$ cat src/sv/shp_pkg.sv
// package: shared types, constants and reset values of the spa heat pump controller
`default_nettype none
package shp_pkg;

  localparam int unsigned SecW  = 16;
  localparam int unsigned SpW   = 10;
  localparam int unsigned BandW = 6;
  localparam int unsigned TempW = 11;
  localparam int unsigned UpdW  = 4;

  localparam int unsigned NumRegs  = 8;
  localparam int unsigned RegIdxW  = 3;
  localparam int unsigned PaddrW   = 5;
  localparam int unsigned PdataW   = 32;

  localparam logic [UpdW-1:0] UpdateSecondsDefault = 4'd2;

  localparam logic [SpW-1:0] SetpointReset = 10'd408;
  localparam logic [SpW-1:0] SetpointMax   = 10'd1023;
  localparam logic [SpW-1:0] SetpointStep  = 10'd4;

  typedef enum logic [RegIdxW-1:0] {
    REG_PUMP_IDLE    = 3'd0,
    REG_PUMP_RUN     = 3'd1,
    REG_AFTER_RUN    = 3'd2,
    REG_BLOWER_LIMIT = 3'd3,
    REG_SP_FLOOR     = 3'd4,
    REG_SP_CEILING   = 3'd5,
    REG_BAND_BELOW   = 3'd6,
    REG_BAND_ABOVE   = 3'd7
  } reg_idx_e;

  localparam logic [SecW-1:0]  PumpIdleReset    = 16'd25200;
  localparam logic [SecW-1:0]  PumpRunReset     = 16'd1800;
  localparam logic [SecW-1:0]  AfterRunReset    = 16'd600;
  localparam logic [SecW-1:0]  BlowerLimitReset = 16'd1800;
  localparam logic [SpW-1:0]   SpFloorReset     = 10'd380;
  localparam logic [SpW-1:0]   SpCeilingReset   = 10'd420;
  localparam logic [BandW-1:0] BandBelowReset   = 6'd3;
  localparam logic [BandW-1:0] BandAboveReset   = 6'd2;

  typedef struct packed {
    logic [SecW-1:0]  pump_idle_seconds;
    logic [SecW-1:0]  pump_run_seconds;
    logic [SecW-1:0]  after_run_seconds;
    logic [SecW-1:0]  blower_limit_seconds;
    logic [SpW-1:0]   setpoint_floor;
    logic [SpW-1:0]   setpoint_ceiling;
    logic [BandW-1:0] band_below;
    logic [BandW-1:0] band_above;
  } cfg_t;

  typedef struct packed {
    logic                    sec_tick;
    logic                    up_press;
    logic                    down_press;
    logic                    blower_press;
    logic                    standby_press;
    logic signed [TempW-1:0] tub_temp;
  } in_item_t;

  typedef struct packed {
    logic           heater_on;
    logic           pump_on;
    logic           blower_on;
    logic           in_standby;
    logic [SpW-1:0] setpoint_now;
    logic           circulating;
  } out_item_t;

endpackage
`default_nettype wire

$ cat src/sv/shp_in_if.sv
// interface: input item channel
`default_nettype none
interface shp_in_if;
  logic                                valid;
  logic                                ready;
  logic                                sec_tick;
  logic                                up_press;
  logic                                down_press;
  logic                                blower_press;
  logic                                standby_press;
  logic signed [shp_pkg::TempW-1:0]    tub_temp;

  modport source (
    output valid, sec_tick, up_press, down_press, blower_press, standby_press, tub_temp,
    input  ready
  );
  modport sink (
    input  valid, sec_tick, up_press, down_press, blower_press, standby_press, tub_temp,
    output ready
  );
endinterface
`default_nettype wire

$ cat src/sv/shp_out_if.sv
// interface: result item channel
`default_nettype none
interface shp_out_if;
  logic                       valid;
  logic                       ready;
  logic                       heater_on;
  logic                       pump_on;
  logic                       blower_on;
  logic                       in_standby;
  logic [shp_pkg::SpW-1:0]    setpoint_now;
  logic                       circulating;

  modport source (
    output valid, heater_on, pump_on, blower_on, in_standby, setpoint_now, circulating,
    input  ready
  );
  modport sink (
    input  valid, heater_on, pump_on, blower_on, in_standby, setpoint_now, circulating,
    output ready
  );
endinterface
`default_nettype wire

$ cat src/sv/spa_heat_pump_controller.sv
// top level: spa heat pump controller with item channels and apb configuration
`default_nettype none
// One input item is one pass of the controller loop: button presses, a one-second
// tick and the tub temperature. Each item yields exactly one result item with the
// relay drives, standby flag, current setpoint and circulation request. An item is
// captured in an input register, worked through in combinational logic against the
// controller state and lands in a result register; one item is taken every cycle
// while the result side keeps taking results; a stalled result holds one result
// plus one item in the input register. The user must write configuration over the
// apb port only while no item is in flight; the block does not enforce this. New
// timer lengths take effect at the next load of the timer concerned.
module spa_heat_pump_controller #(
  parameter logic [shp_pkg::UpdW-1:0] UPDATE_SECONDS = shp_pkg::UpdateSecondsDefault
) (
  input  wire logic                          clk_i,
  input  wire logic                          rst_ni,
  shp_in_if.sink                             in_i,
  shp_out_if.source                          out_o,
  input  wire logic                          psel,
  input  wire logic                          penable,
  input  wire logic                          pwrite,
  input  wire logic [shp_pkg::PaddrW-1:0]    paddr,
  input  wire logic [shp_pkg::PdataW-1:0]    pwdata,
  output logic      [shp_pkg::PdataW-1:0]    prdata,
  output logic                               pready
);
  import shp_pkg::*;

  cfg_t      cfg;
  in_item_t  in_q;
  out_item_t res, out_q;
  logic      in_vld_q, out_vld_q;
  logic      advance, step;

  // result register is free or being drained this cycle
  assign advance  = !out_vld_q || out_o.ready;
  // the buffered item is processed and moves to the result register
  assign step     = in_vld_q && advance;
  assign in_i.ready = !in_vld_q || advance;

  shp_cfg u_cfg (
    .clk_i   (clk_i),
    .rst_ni  (rst_ni),
    .psel    (psel),
    .penable (penable),
    .pwrite  (pwrite),
    .paddr   (paddr),
    .pwdata  (pwdata),
    .prdata  (prdata),
    .pready  (pready),
    .cfg_o   (cfg)
  );

  shp_core #(
    .UPDATE_SECONDS (UPDATE_SECONDS)
  ) u_core (
    .clk_i  (clk_i),
    .rst_ni (rst_ni),
    .step_i (step),
    .item_i (in_q),
    .cfg_i  (cfg),
    .res_o  (res)
  );

  // input register
  always_ff @(posedge clk_i or negedge rst_ni) begin
    if (!rst_ni) begin
      in_vld_q <= 1'b0;
    end else if (in_i.ready) begin
      in_vld_q <= in_i.valid;
    end
  end

  always_ff @(posedge clk_i) begin
    if (in_i.valid && in_i.ready) begin
      in_q.sec_tick      <= in_i.sec_tick;
      in_q.up_press      <= in_i.up_press;
      in_q.down_press    <= in_i.down_press;
      in_q.blower_press  <= in_i.blower_press;
      in_q.standby_press <= in_i.standby_press;
      in_q.tub_temp      <= in_i.tub_temp;
    end
  end

  // result register
  always_ff @(posedge clk_i or negedge rst_ni) begin
    if (!rst_ni) begin
      out_vld_q <= 1'b0;
    end else if (advance) begin
      out_vld_q <= in_vld_q;
    end
  end

  always_ff @(posedge clk_i) begin
    if (step) out_q <= res;
  end

  assign out_o.valid        = out_vld_q;
  assign out_o.heater_on    = out_q.heater_on;
  assign out_o.pump_on      = out_q.pump_on;
  assign out_o.blower_on    = out_q.blower_on;
  assign out_o.in_standby   = out_q.in_standby;
  assign out_o.setpoint_now = out_q.setpoint_now;
  assign out_o.circulating  = out_q.circulating;

`ifndef ASSERT_OFF
  // a processed item always shows up as a result next cycle
  a_step_to_out: assert property (@(posedge clk_i) disable iff (!rst_ni)
    step |=> out_vld_q)
    else $error("processed item did not reach the result register");

  // a buffered item is never dropped while the result side stalls
  a_hold_input: assert property (@(posedge clk_i) disable iff (!rst_ni)
    (in_vld_q && !advance) |=> in_vld_q)
    else $error("buffered item lost during stall");

  // standby keeps every relay off
  a_standby_off: assert property (@(posedge clk_i) disable iff (!rst_ni)
    (out_vld_q && out_q.in_standby) |->
      (!out_q.heater_on && !out_q.pump_on && !out_q.blower_on))
    else $error("relay driven while in standby");

  // heater never runs without the pump
  a_heat_pump: assert property (@(posedge clk_i) disable iff (!rst_ni)
    (out_vld_q && out_q.heater_on) |-> out_q.pump_on)
    else $error("heater on without pump");
`endif

endmodule
`default_nettype wire

$ cat src/sv/shp_cfg.sv
// configuration register file with apb-style write and read
`default_nettype none
module shp_cfg (
  input  wire logic                          clk_i,
  input  wire logic                          rst_ni,
  input  wire logic                          psel,
  input  wire logic                          penable,
  input  wire logic                          pwrite,
  input  wire logic [shp_pkg::PaddrW-1:0]    paddr,
  input  wire logic [shp_pkg::PdataW-1:0]    pwdata,
  output logic      [shp_pkg::PdataW-1:0]    prdata,
  output logic                               pready,
  output shp_pkg::cfg_t                      cfg_o
);
  import shp_pkg::*;

  cfg_t     cfg_q;
  reg_idx_e idx;
  logic     wr_en;

  assign idx    = reg_idx_e'(paddr[PaddrW-1:2]);
  assign wr_en  = psel && penable && pwrite;
  assign pready = 1'b1;
  assign cfg_o  = cfg_q;

  always_ff @(posedge clk_i or negedge rst_ni) begin
    if (!rst_ni) begin
      cfg_q.pump_idle_seconds    <= PumpIdleReset;
      cfg_q.pump_run_seconds     <= PumpRunReset;
      cfg_q.after_run_seconds    <= AfterRunReset;
      cfg_q.blower_limit_seconds <= BlowerLimitReset;
      cfg_q.setpoint_floor       <= SpFloorReset;
      cfg_q.setpoint_ceiling     <= SpCeilingReset;
      cfg_q.band_below           <= BandBelowReset;
      cfg_q.band_above           <= BandAboveReset;
    end else if (wr_en) begin
      case (idx)
        REG_PUMP_IDLE:    cfg_q.pump_idle_seconds    <= pwdata[SecW-1:0];
        REG_PUMP_RUN:     cfg_q.pump_run_seconds     <= pwdata[SecW-1:0];
        REG_AFTER_RUN:    cfg_q.after_run_seconds    <= pwdata[SecW-1:0];
        REG_BLOWER_LIMIT: cfg_q.blower_limit_seconds <= pwdata[SecW-1:0];
        REG_SP_FLOOR:     cfg_q.setpoint_floor       <= pwdata[SpW-1:0];
        REG_SP_CEILING:   cfg_q.setpoint_ceiling     <= pwdata[SpW-1:0];
        REG_BAND_BELOW:   cfg_q.band_below           <= pwdata[BandW-1:0];
        REG_BAND_ABOVE:   cfg_q.band_above           <= pwdata[BandW-1:0];
        default: ;
      endcase
    end
  end

  always_comb begin
    case (idx)
      REG_PUMP_IDLE:    prdata = PdataW'(cfg_q.pump_idle_seconds);
      REG_PUMP_RUN:     prdata = PdataW'(cfg_q.pump_run_seconds);
      REG_AFTER_RUN:    prdata = PdataW'(cfg_q.after_run_seconds);
      REG_BLOWER_LIMIT: prdata = PdataW'(cfg_q.blower_limit_seconds);
      REG_SP_FLOOR:     prdata = PdataW'(cfg_q.setpoint_floor);
      REG_SP_CEILING:   prdata = PdataW'(cfg_q.setpoint_ceiling);
      REG_BAND_BELOW:   prdata = PdataW'(cfg_q.band_below);
      REG_BAND_ABOVE:   prdata = PdataW'(cfg_q.band_above);
      default:          prdata = '0;
    endcase
  end

endmodule
`default_nettype wire

$ cat src/sv/shp_core.sv
// controller state and the per-item update logic
`default_nettype none
module shp_core #(
  parameter logic [shp_pkg::UpdW-1:0] UPDATE_SECONDS = shp_pkg::UpdateSecondsDefault
) (
  input  wire logic               clk_i,
  input  wire logic               rst_ni,
  input  wire logic               step_i,
  input  wire shp_pkg::in_item_t  item_i,
  input  wire shp_pkg::cfg_t      cfg_i,
  output shp_pkg::out_item_t      res_o
);
  import shp_pkg::*;

  logic [SpW-1:0]  sp_q, sp_d;
  logic            stby_q, stby_d, blow_q, blow_d, heat_q, heat_d, pump_q, pump_d;
  logic            reach_q, reach_d, circ_q, circ_d, arr_q, arr_d;
  logic [SecW-1:0] circ_cnt_q, circ_cnt_d, blow_cnt_q, blow_cnt_d, ar_cnt_q, ar_cnt_d;
  logic [UpdW-1:0] upd_cnt_q, upd_cnt_d;

  logic [SpW:0]          sp_up;
  logic [SpW-1:0]        sp_mid;
  logic signed [SpW+1:0] t_ext, hi, lo;

  always_comb begin
    sp_d       = sp_q;
    stby_d     = stby_q;
    blow_d     = blow_q;
    heat_d     = heat_q;
    pump_d     = pump_q;
    reach_d    = reach_q;
    circ_d     = circ_q;
    arr_d      = arr_q;
    circ_cnt_d = circ_cnt_q;
    blow_cnt_d = blow_cnt_q;
    ar_cnt_d   = ar_cnt_q;
    upd_cnt_d  = upd_cnt_q;

    // one-second countdowns, holding at zero
    if (item_i.sec_tick) begin
      if (circ_cnt_d != '0) circ_cnt_d = circ_cnt_d - 1'b1;
      if (blow_cnt_d != '0) blow_cnt_d = blow_cnt_d - 1'b1;
      if (ar_cnt_d != '0)   ar_cnt_d   = ar_cnt_d - 1'b1;
      if (upd_cnt_d != '0)  upd_cnt_d  = upd_cnt_d - 1'b1;
    end

    // setpoint up, saturating at full scale
    sp_up  = {1'b0, sp_q} + {1'b0, SetpointStep};
    sp_mid = sp_q;
    if (item_i.up_press) begin
      stby_d = 1'b0;
      if (sp_q < cfg_i.setpoint_ceiling) begin
        sp_mid = sp_up[SpW] ? SetpointMax : sp_up[SpW-1:0];
      end
    end
    sp_d = sp_mid;
    if (item_i.down_press) begin
      stby_d = 1'b0;
      if (sp_mid > cfg_i.setpoint_floor) begin
        sp_d = (sp_mid < SetpointStep) ? '0 : sp_mid - SetpointStep;
      end
    end

    if (item_i.blower_press) begin
      stby_d = 1'b0;
      blow_d = !blow_d;
      if (blow_d) blow_cnt_d = cfg_i.blower_limit_seconds;
    end

    if (item_i.standby_press) begin
      stby_d = !stby_d;
      if (stby_d) begin
        heat_d = 1'b0;
        pump_d = 1'b0;
        blow_d = 1'b0;
      end
    end

    t_ext = (SpW+2)'(item_i.tub_temp);
    hi    = $signed({2'b00, sp_d}) + $signed({{(SpW+2-BandW){1'b0}}, cfg_i.band_above});
    lo    = $signed({2'b00, sp_d}) - $signed({{(SpW+2-BandW){1'b0}}, cfg_i.band_below});

    if (!stby_d && upd_cnt_d == '0) begin
      if (circ_cnt_d == '0) begin
        circ_d     = !circ_d;
        circ_cnt_d = circ_d ? cfg_i.pump_run_seconds : cfg_i.pump_idle_seconds;
      end
      if (blow_d && blow_cnt_d == '0) blow_d = 1'b0;
      // heating hysteresis
      if (t_ext >= hi) begin
        reach_d = 1'b1;
        heat_d  = 1'b0;
      end else if (reach_d && t_ext <= lo) begin
        reach_d  = 1'b0;
        heat_d   = 1'b1;
        ar_cnt_d = cfg_i.after_run_seconds;
      end else if (!reach_d) begin
        heat_d   = 1'b1;
        ar_cnt_d = cfg_i.after_run_seconds;
      end else begin
        heat_d = 1'b0;
      end
      arr_d  = (ar_cnt_d != '0);
      pump_d = circ_d || heat_d || arr_d;
    end

    if (upd_cnt_d == '0) upd_cnt_d = UPDATE_SECONDS;
  end

  always_ff @(posedge clk_i or negedge rst_ni) begin
    if (!rst_ni) begin
      sp_q       <= SetpointReset;
      stby_q     <= 1'b0;
      blow_q     <= 1'b0;
      heat_q     <= 1'b0;
      pump_q     <= 1'b0;
      reach_q    <= 1'b0;
      circ_q     <= 1'b0;
      arr_q      <= 1'b0;
      circ_cnt_q <= PumpIdleReset;
      blow_cnt_q <= '0;
      ar_cnt_q   <= SecW'(1);
      upd_cnt_q  <= UpdW'(1);
    end else if (step_i) begin
      sp_q       <= sp_d;
      stby_q     <= stby_d;
      blow_q     <= blow_d;
      heat_q     <= heat_d;
      pump_q     <= pump_d;
      reach_q    <= reach_d;
      circ_q     <= circ_d;
      arr_q      <= arr_d;
      circ_cnt_q <= circ_cnt_d;
      blow_cnt_q <= blow_cnt_d;
      ar_cnt_q   <= ar_cnt_d;
      upd_cnt_q  <= upd_cnt_d;
    end
  end

  always_comb begin
    res_o.heater_on    = heat_d;
    res_o.pump_on      = pump_d;
    res_o.blower_on    = blow_d;
    res_o.in_standby   = stby_d;
    res_o.setpoint_now = sp_d;
    res_o.circulating  = circ_d;
  end

endmodule
`default_nettype wire
$ cat src/flat_wrapper.sv
// flat-port wrapper written by rule: the top's interface ports become plain ports
module spa_heat_pump_controller_flat import shp_pkg::*;
#(
  parameter logic [shp_pkg::UpdW-1:0] UPDATE_SECONDS = shp_pkg::UpdateSecondsDefault
)
  (clk_i, rst_ni, psel, penable, pwrite, paddr, pwdata, prdata, pready, in_i_valid, in_i_sec_tick, in_i_up_press, in_i_down_press, in_i_blower_press, in_i_standby_press, in_i_tub_temp, in_i_ready, out_o_valid, out_o_heater_on, out_o_pump_on, out_o_blower_on, out_o_in_standby, out_o_setpoint_now, out_o_circulating, out_o_ready);
  shp_in_if in_i_i ();
  shp_out_if out_o_i ();
  input  wire logic clk_i;
  input  wire logic rst_ni;
  input  wire logic psel;
  input  wire logic penable;
  input  wire logic pwrite;
  input  wire logic [shp_pkg::PaddrW-1:0] paddr;
  input  wire logic [shp_pkg::PdataW-1:0] pwdata;
  output logic      [shp_pkg::PdataW-1:0] prdata;
  output logic pready;
  input wire logic [$bits(in_i_i.valid)-1:0] in_i_valid;
  input wire logic [$bits(in_i_i.sec_tick)-1:0] in_i_sec_tick;
  input wire logic [$bits(in_i_i.up_press)-1:0] in_i_up_press;
  input wire logic [$bits(in_i_i.down_press)-1:0] in_i_down_press;
  input wire logic [$bits(in_i_i.blower_press)-1:0] in_i_blower_press;
  input wire logic [$bits(in_i_i.standby_press)-1:0] in_i_standby_press;
  input wire logic [$bits(in_i_i.tub_temp)-1:0] in_i_tub_temp;
  output wire logic [$bits(in_i_i.ready)-1:0] in_i_ready;
  output wire logic [$bits(out_o_i.valid)-1:0] out_o_valid;
  output wire logic [$bits(out_o_i.heater_on)-1:0] out_o_heater_on;
  output wire logic [$bits(out_o_i.pump_on)-1:0] out_o_pump_on;
  output wire logic [$bits(out_o_i.blower_on)-1:0] out_o_blower_on;
  output wire logic [$bits(out_o_i.in_standby)-1:0] out_o_in_standby;
  output wire logic [$bits(out_o_i.setpoint_now)-1:0] out_o_setpoint_now;
  output wire logic [$bits(out_o_i.circulating)-1:0] out_o_circulating;
  input wire logic [$bits(out_o_i.ready)-1:0] out_o_ready;
  assign in_i_i.valid = in_i_valid;
  assign in_i_i.sec_tick = in_i_sec_tick;
  assign in_i_i.up_press = in_i_up_press;
  assign in_i_i.down_press = in_i_down_press;
  assign in_i_i.blower_press = in_i_blower_press;
  assign in_i_i.standby_press = in_i_standby_press;
  assign in_i_i.tub_temp = in_i_tub_temp;
  assign in_i_ready = in_i_i.ready;
  assign out_o_valid = out_o_i.valid;
  assign out_o_heater_on = out_o_i.heater_on;
  assign out_o_pump_on = out_o_i.pump_on;
  assign out_o_blower_on = out_o_i.blower_on;
  assign out_o_in_standby = out_o_i.in_standby;
  assign out_o_setpoint_now = out_o_i.setpoint_now;
  assign out_o_circulating = out_o_i.circulating;
  assign out_o_i.ready = out_o_ready;
  spa_heat_pump_controller #(.UPDATE_SECONDS(UPDATE_SECONDS)) u_core (.clk_i(clk_i), .rst_ni(rst_ni), .in_i(in_i_i), .out_o(out_o_i), .psel(psel), .penable(penable), .pwrite(pwrite), .paddr(paddr), .pwdata(pwdata), .prdata(prdata), .pready(pready));
endmodule
$ cat config.mk
export PLATFORM = sky130hd
export DESIGN_NAME = spa_heat_pump_controller_flat
export DESIGN_NICKNAME = d
export VERILOG_FILES = /design/src/sv/shp_pkg.sv /design/src/sv/shp_in_if.sv /design/src/sv/shp_out_if.sv /design/src/sv/spa_heat_pump_controller.sv /design/src/sv/shp_cfg.sv /design/src/sv/shp_core.sv /design/src/flat_wrapper.sv
export SDC_FILE = /design/constraint.sdc
export NUM_CORES = 1
export LEC_CHECK = 0
export BUFFER_PORTS_ARGS = -buffer_cell sky130_fd_sc_hd__buf_2
export CORE_UTILIZATION = 40
export CTS_BUF_LIST = sky130_fd_sc_hd__clkbuf_16
export CTS_CLUSTER_SIZE = 14
export DETAILED_ROUTE_END_ITERATION = 16
export PLACE_DENSITY_LB_ADDON = 0.08
export REMOVE_ABC_BUFFERS = 1
export SETUP_SLACK_MARGIN = 0.02
export SYNTH_ARGS = -nofsm -noshare
export SYNTH_HDL_FRONTEND = slang
export SYNTH_SLANG_ARGS = --single-unit
$ cat constraint.sdc
create_clock -name clk_i -period 20 [get_ports clk_i]
set_input_delay 2 -clock clk_i [delete_from_list [all_inputs] [get_ports clk_i]]
set_output_delay 2 -clock clk_i [all_outputs]
set_load 0.05 [all_outputs]
* Word-level counts from Yosys, hierarchy flattened
Cells that the tools add are included.
Word-level totals: register bits 197, input bits 60, output and inout port bits 50, word-level logic and storage cells 139
Cells by class: add/sub/neg operators 8, order comparisons 5, equal/unequal tests 7, multiplexer cells 50, reductions and logical operators 36
Operator list (count):
- two-way mux 16 bit | 16
- one-hot mux 32 bit (8 select lines) | 1
- nonzero test 16 bit | 4
- two-way mux 10 bit | 6
- subtractor 16 x 1 -> 16 bit, second input constant | 3
- zero test 16 bit | 2
- two-way mux 1 bit | 24
- AND reduction 2 bit | 8
- equality test 3 bit, second input constant | 4
- >= comparator 11 x 12 -> 1 bit | 1
- two-way mux 4 bit | 3
- adder 10 x 3 -> 11 bit, second input constant | 1
- adder 10 x 6 -> 11 bit | 1
- <= comparator 11 bit | 1
- subtractor 10 x 6 -> 11 bit | 1
- > comparator 10 bit | 1
- < comparator 10 bit | 1
- < comparator 10 x 3 -> 1 bit, second input constant | 1
- subtractor 10 x 3 -> 10 bit, second input constant | 1
- logical AND 1 bit | 7
- equality test 3 x 2 -> 1 bit, second input constant | 2
- zero test 1 bit | 6
- zero test 4 bit | 1
- logical OR 1 bit | 4
- other kinds (6) | 6

* Logic depth before layout (Yosys ltp)
depth in word-level cells 17, depth in mapped cells 41

* Hierarchy
Synthesis repeated with hierarchy kept, for this count alone.
Second synthesis, totals: cells, all modules 1264, area total of the unflattened synthesis 12710.9 sq um
By module, submodules not included:
- shp_core | times used 1, cells an instance 885, area each 7083.0 sq um
- shp_cfg | times used 1, cells an instance 340, area each 4593.2 sq um
- spa_heat_pump_controller | times used 1, cells an instance 39, area each 1034.7 sq um

* Worst setup path before layout
OpenSTA, ideal clock, no wires.
path type register to register, start point reg u_core.u_cfg.cfg_q (netlist bit u_core.u_cfg.cfg_o[19]), end point reg u_core.u_core.ar_cnt_q[2], arrival time 7.668 ns, data required time 19.934 ns, setup slack 12.266 ns, stages on the path, launching flop included 38, buffers on the path 1, cells stage by stage dfstp_2 -> inv_1 -> ha_1 -> a211o_1 -> o211ai_1 -> nand2_1 -> a211oi_1 -> mux2i_1 -> inv_1 -> ha_1 -> and3_1 -> and3_1 -> o2111ai_1 -> a21oi_1 -> o21ba_2 -> o211ai_1 -> nand2_1 -> o21ai_0 -> [2 not listed] -> a21oi_1 -> o21ai_0 -> and2_1 -> o21ai_0 -> nand2_1 -> and2_1 -> nor2_1 -> nor4b_1 -> xnor2_1 -> ha_1 -> nand4_1 -> o31ai_1 -> nor2_1 -> o31a_1 -> nor4_1 -> clkbuf_1 -> o2bb2ai_1 -> o311a_1
RTL lines:
- start, declared | RTL line shp_cfg.sv:17 | cfg_t cfg_q;
- end signal, assigned | RTL line shp_core.sv:122 | ar_cnt_q <= SecW'(1);
- end signal, assigned | RTL line shp_core.sv:135 | ar_cnt_q <= ar_cnt_d;
- end, declared | RTL line shp_core.sv:18 | logic [SecW-1:0] circ_cnt_q, circ_cnt_d, blow_cnt_q, blow_cnt_d, ar_cnt_q, ar_cnt_d;

==> impl_metrics.tcl <==
set metrics [dict create \
    outcome "finished clean" \
    synth_cell_types 86 \
    synthCells 1358 \
    cp_top_family "compound AO/OA/AOI/OAI gates" \
    worstHoldEndpoint "u_core.u_core.stby_q" \
    antennaDiodeCount 0 \
    initial_core_util 0.411 \
    power_density_nw_per_um2 115 \
    relSlewSlack 0.291 \
    grt_pass1_wl_mm 57.0 \
    ant_nets 0 \
    cap_violations 0 \
    worstRegToRegCells 35 \
    synth_area_leaders "dfrtp_1, dfstp_2, edfxtp_1" \
    cts_tree "done" \
    clockBufferDepth 2 \
    grt_setup_unrepaired "no" \
    r2r-start "u_core.u_core.sp_q[7]" \
    max_clock_freq_mhz 110 \
    path_clk_slew_ns 0.07 \
    max_stage_delay_ns 0.70 \
    path_buf_inv 2 \
    dp_hpwl_mm 25.4 \
    cp_max_fo 28 \
    die_height_um 181 \
    drive_gt1_frac 0.202 \
    grt_pass1_vias 9913 \
    ys_ff_latch 197 \
    yosysSeqAreaShare 0.403 \
    async_flop_share 0.843 \
    syn-cell-area_um2 12700 \
    crit_path_top_delay_cell "a2111oi_0" \
    drv_slew 0 \
    antenna_found_initial 0 \
    h-tree-depth 4 \
    cp_data_required_time_ns 20.33 \
    dieArea_um2 32600 \
    fin_nets 1517 \
    synth_top_cell_area_share 0.242 \
    ir_drop_v 0.0000677 \
    wirelength_mm 35.8 \
    ctsHoldBuffers 0 \
    boundaryPins 110 \
    vias 10200 \
    cp-end-kind "flip-flop" \
    cts_made_buffers 17 \
    synth-edff-count 31 \
    worstSkewPairLatency_ns 0.45 \
    final_area_um2 14000 \
    firstDrtPassIters 5 \
    place_area_um2 13400 \
    worstReg2RegEnd "u_core.u_core.ar_cnt_q[3]" \
    min_period_over_period 0.455 \
    setup_tns_ns 0 \
    root_buffer "clkbuf_16" \
    rrSetupSlack_ns 10.90 \
    critPathLaunch "u_core.u_core.sp_q[7]" \
    cts_sinks 197 \
    viasPerCell 5.68 \
    core_area_um2 31000 \
    place_congestion 0.906 \
    syn_to_final_growth_pct 10.2 \
    p_leak_nw 5.94 \
    crit_top_cell "ha_1" \
    yosys_warnings 0 \
    worst_hold_path_type "reg -> reg" \
    die-width_um 181 \
    hold_viol 0 \
    cp.arrival_ns 9.43 \
    post_drt_wl_per_cell_um 19.8 \
    fin_skew_ns 0.0135 \
    syn_area_per_cell_um2 9.38 \
    grt_max_degree 101 \
    drt_iter0_drc 688 \
    worstMarginPinSlew_ns 1.06 \
    rows 64 \
    port_buffers 74 \
    ctsResizeCount 0 \
    cts_setup_buffers 0 \
    min_from "u_core.u_core.stby_q" \
    timing.final.crit_period_ns 9.10 \
    whs_path_depth 2 \
    drc_errors 0 \
    path_class "reg -> reg" \
    grt_usage 0.225 \
    timing.critical_path.from_type "flip-flop" \
    synth_largest_area_cell "dfrtp_1" \
    overflow 0 \
    ys.flop_type "dfrtp_1" \
    setup_violations 0 \
]
-- Yosys cell counts, types with 13 or more instances --
cell type  instances
or3_1             16
o21ai_1           13
or4_1             15
inv_1             76
nor2b_1           17
buf_4             20
dfstp_2           43
mux2i_1           19
nand2b_1          18
ha_1              60
nand3_1           37
nor3_1            26
nand2_1          160
nand4_1           20
mux2_2            77
clkbuf_1          54
dfrtp_1          123
a21oi_1           86
nor2_1            90
xnor2_1           31
edfxtp_1          31
o21ai_0           78
-- placed cells by master, fill, tap and decap left out, types with 7 or more instances in the layout --
cell type	instances
o22a_1	12
mux2i_1	19
o21ai_0	78
dfrtp_1	123
xnor2_1	31
xor2_1	11
or3_1	16
ha_1	60
mux2_2	77
o21a_1	9
or2_2	7
a31oi_1	9
inv_1	78
and2_1	8
nand3_1	37
nor2_1	90
a21oi_1	86
nand2b_1	18
nor4_1	8
conb_1	17
o21ai_1	13
o22ai_1	10
o31ai_1	7
a22o_1	12
dfstp_2	43
o2bb2ai_1	7
nand2_1	159
nand4_1	20
clkbuf_16	19
edfxtp_1	31
buf_2	73
buf_4	13
a21o_1	12
nor2b_1	17
or4_1	15
nor3_1	24
o211ai_1	9
-- area by class of cell --
cell class              count  area (µm²)
fillers                  3048       16900
multi-input cells        1013        6990
flip-flops and latches    197        5140
well taps                 396         495
clock buffers              19         475
repair buffers             87         474
inverters                  79         297
clock inverters            13         178
-- layer usage --
metal,vias to the layer above,global-route usage,share of wire
met4,0,0.0526,0.016
met1,5042,0.315,0.48
li1,4950,-,-
met5,-,0,0
met3,34,0.0350,0.037
met2,223,0.366,0.47
-- stage by stage --
stage	total power, mW	setup slack [ns]	hold WS, ns	util	std cells
after global placement	1.23	11.07	0.457	0.432	1772
final	1.62	10.90	0.480	0.453	1804
after CTS	1.63	10.87	0.479	0.453	1804
after detailed placement	1.24	10.90	0.460	0.432	1772
after global routing	1.74	10.06	0.512	0.453	1804
after floorplan	1.05	10.92	0.438	-	1289
-- report_power, final --
| part | internal, mW | leakage, nW | total (mW) | switching [mW] |
|---|---|---|---|---|
| clock network | 0.224 | 0.326 | 0.387 | 0.163 |
| logic | 0.247 | 3.37 | 0.609 | 0.362 |
| registers | 0.515 | 2.24 | 0.625 | 0.110 |
-- state kept, by name, indices dropped and copies added, names as in the netlist --
register / count
u_core.u_core.stby_q: 1
u_core.out_o.valid: 1
u_core.in_vld_q: 1
u_core.out_o.in_standby: 1
u_core.u_core.ar_cnt_q: 16
u_core.in_q: 16
u_core.u_core.reach_q: 1
u_core.u_cfg.cfg_o: 96
u_core.u_core.heat_q: 1
u_core.out_o.circulating: 1
u_core.u_core.blow_cnt_q: 16
u_core.u_core.sp_q: 10
u_core.u_core.upd_cnt_q: 4
u_core.u_core.circ_cnt_q: 16
u_core.u_core.pump_q: 1
u_core.out_o.heater_on: 1
u_core.out_o.pump_on: 1
u_core.out_o.blower_on: 1
u_core.u_core.blow_q: 1
u_core.out_o.setpoint_now: 10
u_core.u_core.circ_q: 1
-- how the worst max path moves through the flow --
stage / cells past startpoint / end
2_1_floorplan: 35 / u_core.u_core.ar_cnt_q[2]
3_3_place_gp: 35 / u_core.u_core.ar_cnt_q[3]
3_5_place_dp: 35 / u_core.u_core.ar_cnt_q[3]
4_1_cts: 35 / u_core.u_core.ar_cnt_q[3]
5_1_grt: 35 / u_core.u_core.ar_cnt_q[3]
6_report: 35 / u_core.u_core.ar_cnt_q[3]
-- logic make-up (layout without fill, tap and decap cells) --
kind of cell / count (synthesis) / count (layout) / share of synthesized area
and+or+nand+nor: 455 / 455 / 0.181
DFF: 197 / 197 / 0.403
AOI/OAI and AO/OA: 334 / 334 / 0.175
xor gates and xnor gates: 42 / 42 / 0.0289
muxes: 103 / 103 / 0.0946
adders and majority gates: 62 / 62 / 0.0620
other: 2 / 17 / 0.000589
buffers and inverters: 163 / 198 / 0.0554
-- tightest hold or removal path, cell delays in order (launching register included) --
cell and delay, ns:
dfrtp_1 0.34, nand2_1 0.05, nand2_1 0.06
Power figures use the tool's default switching activity.
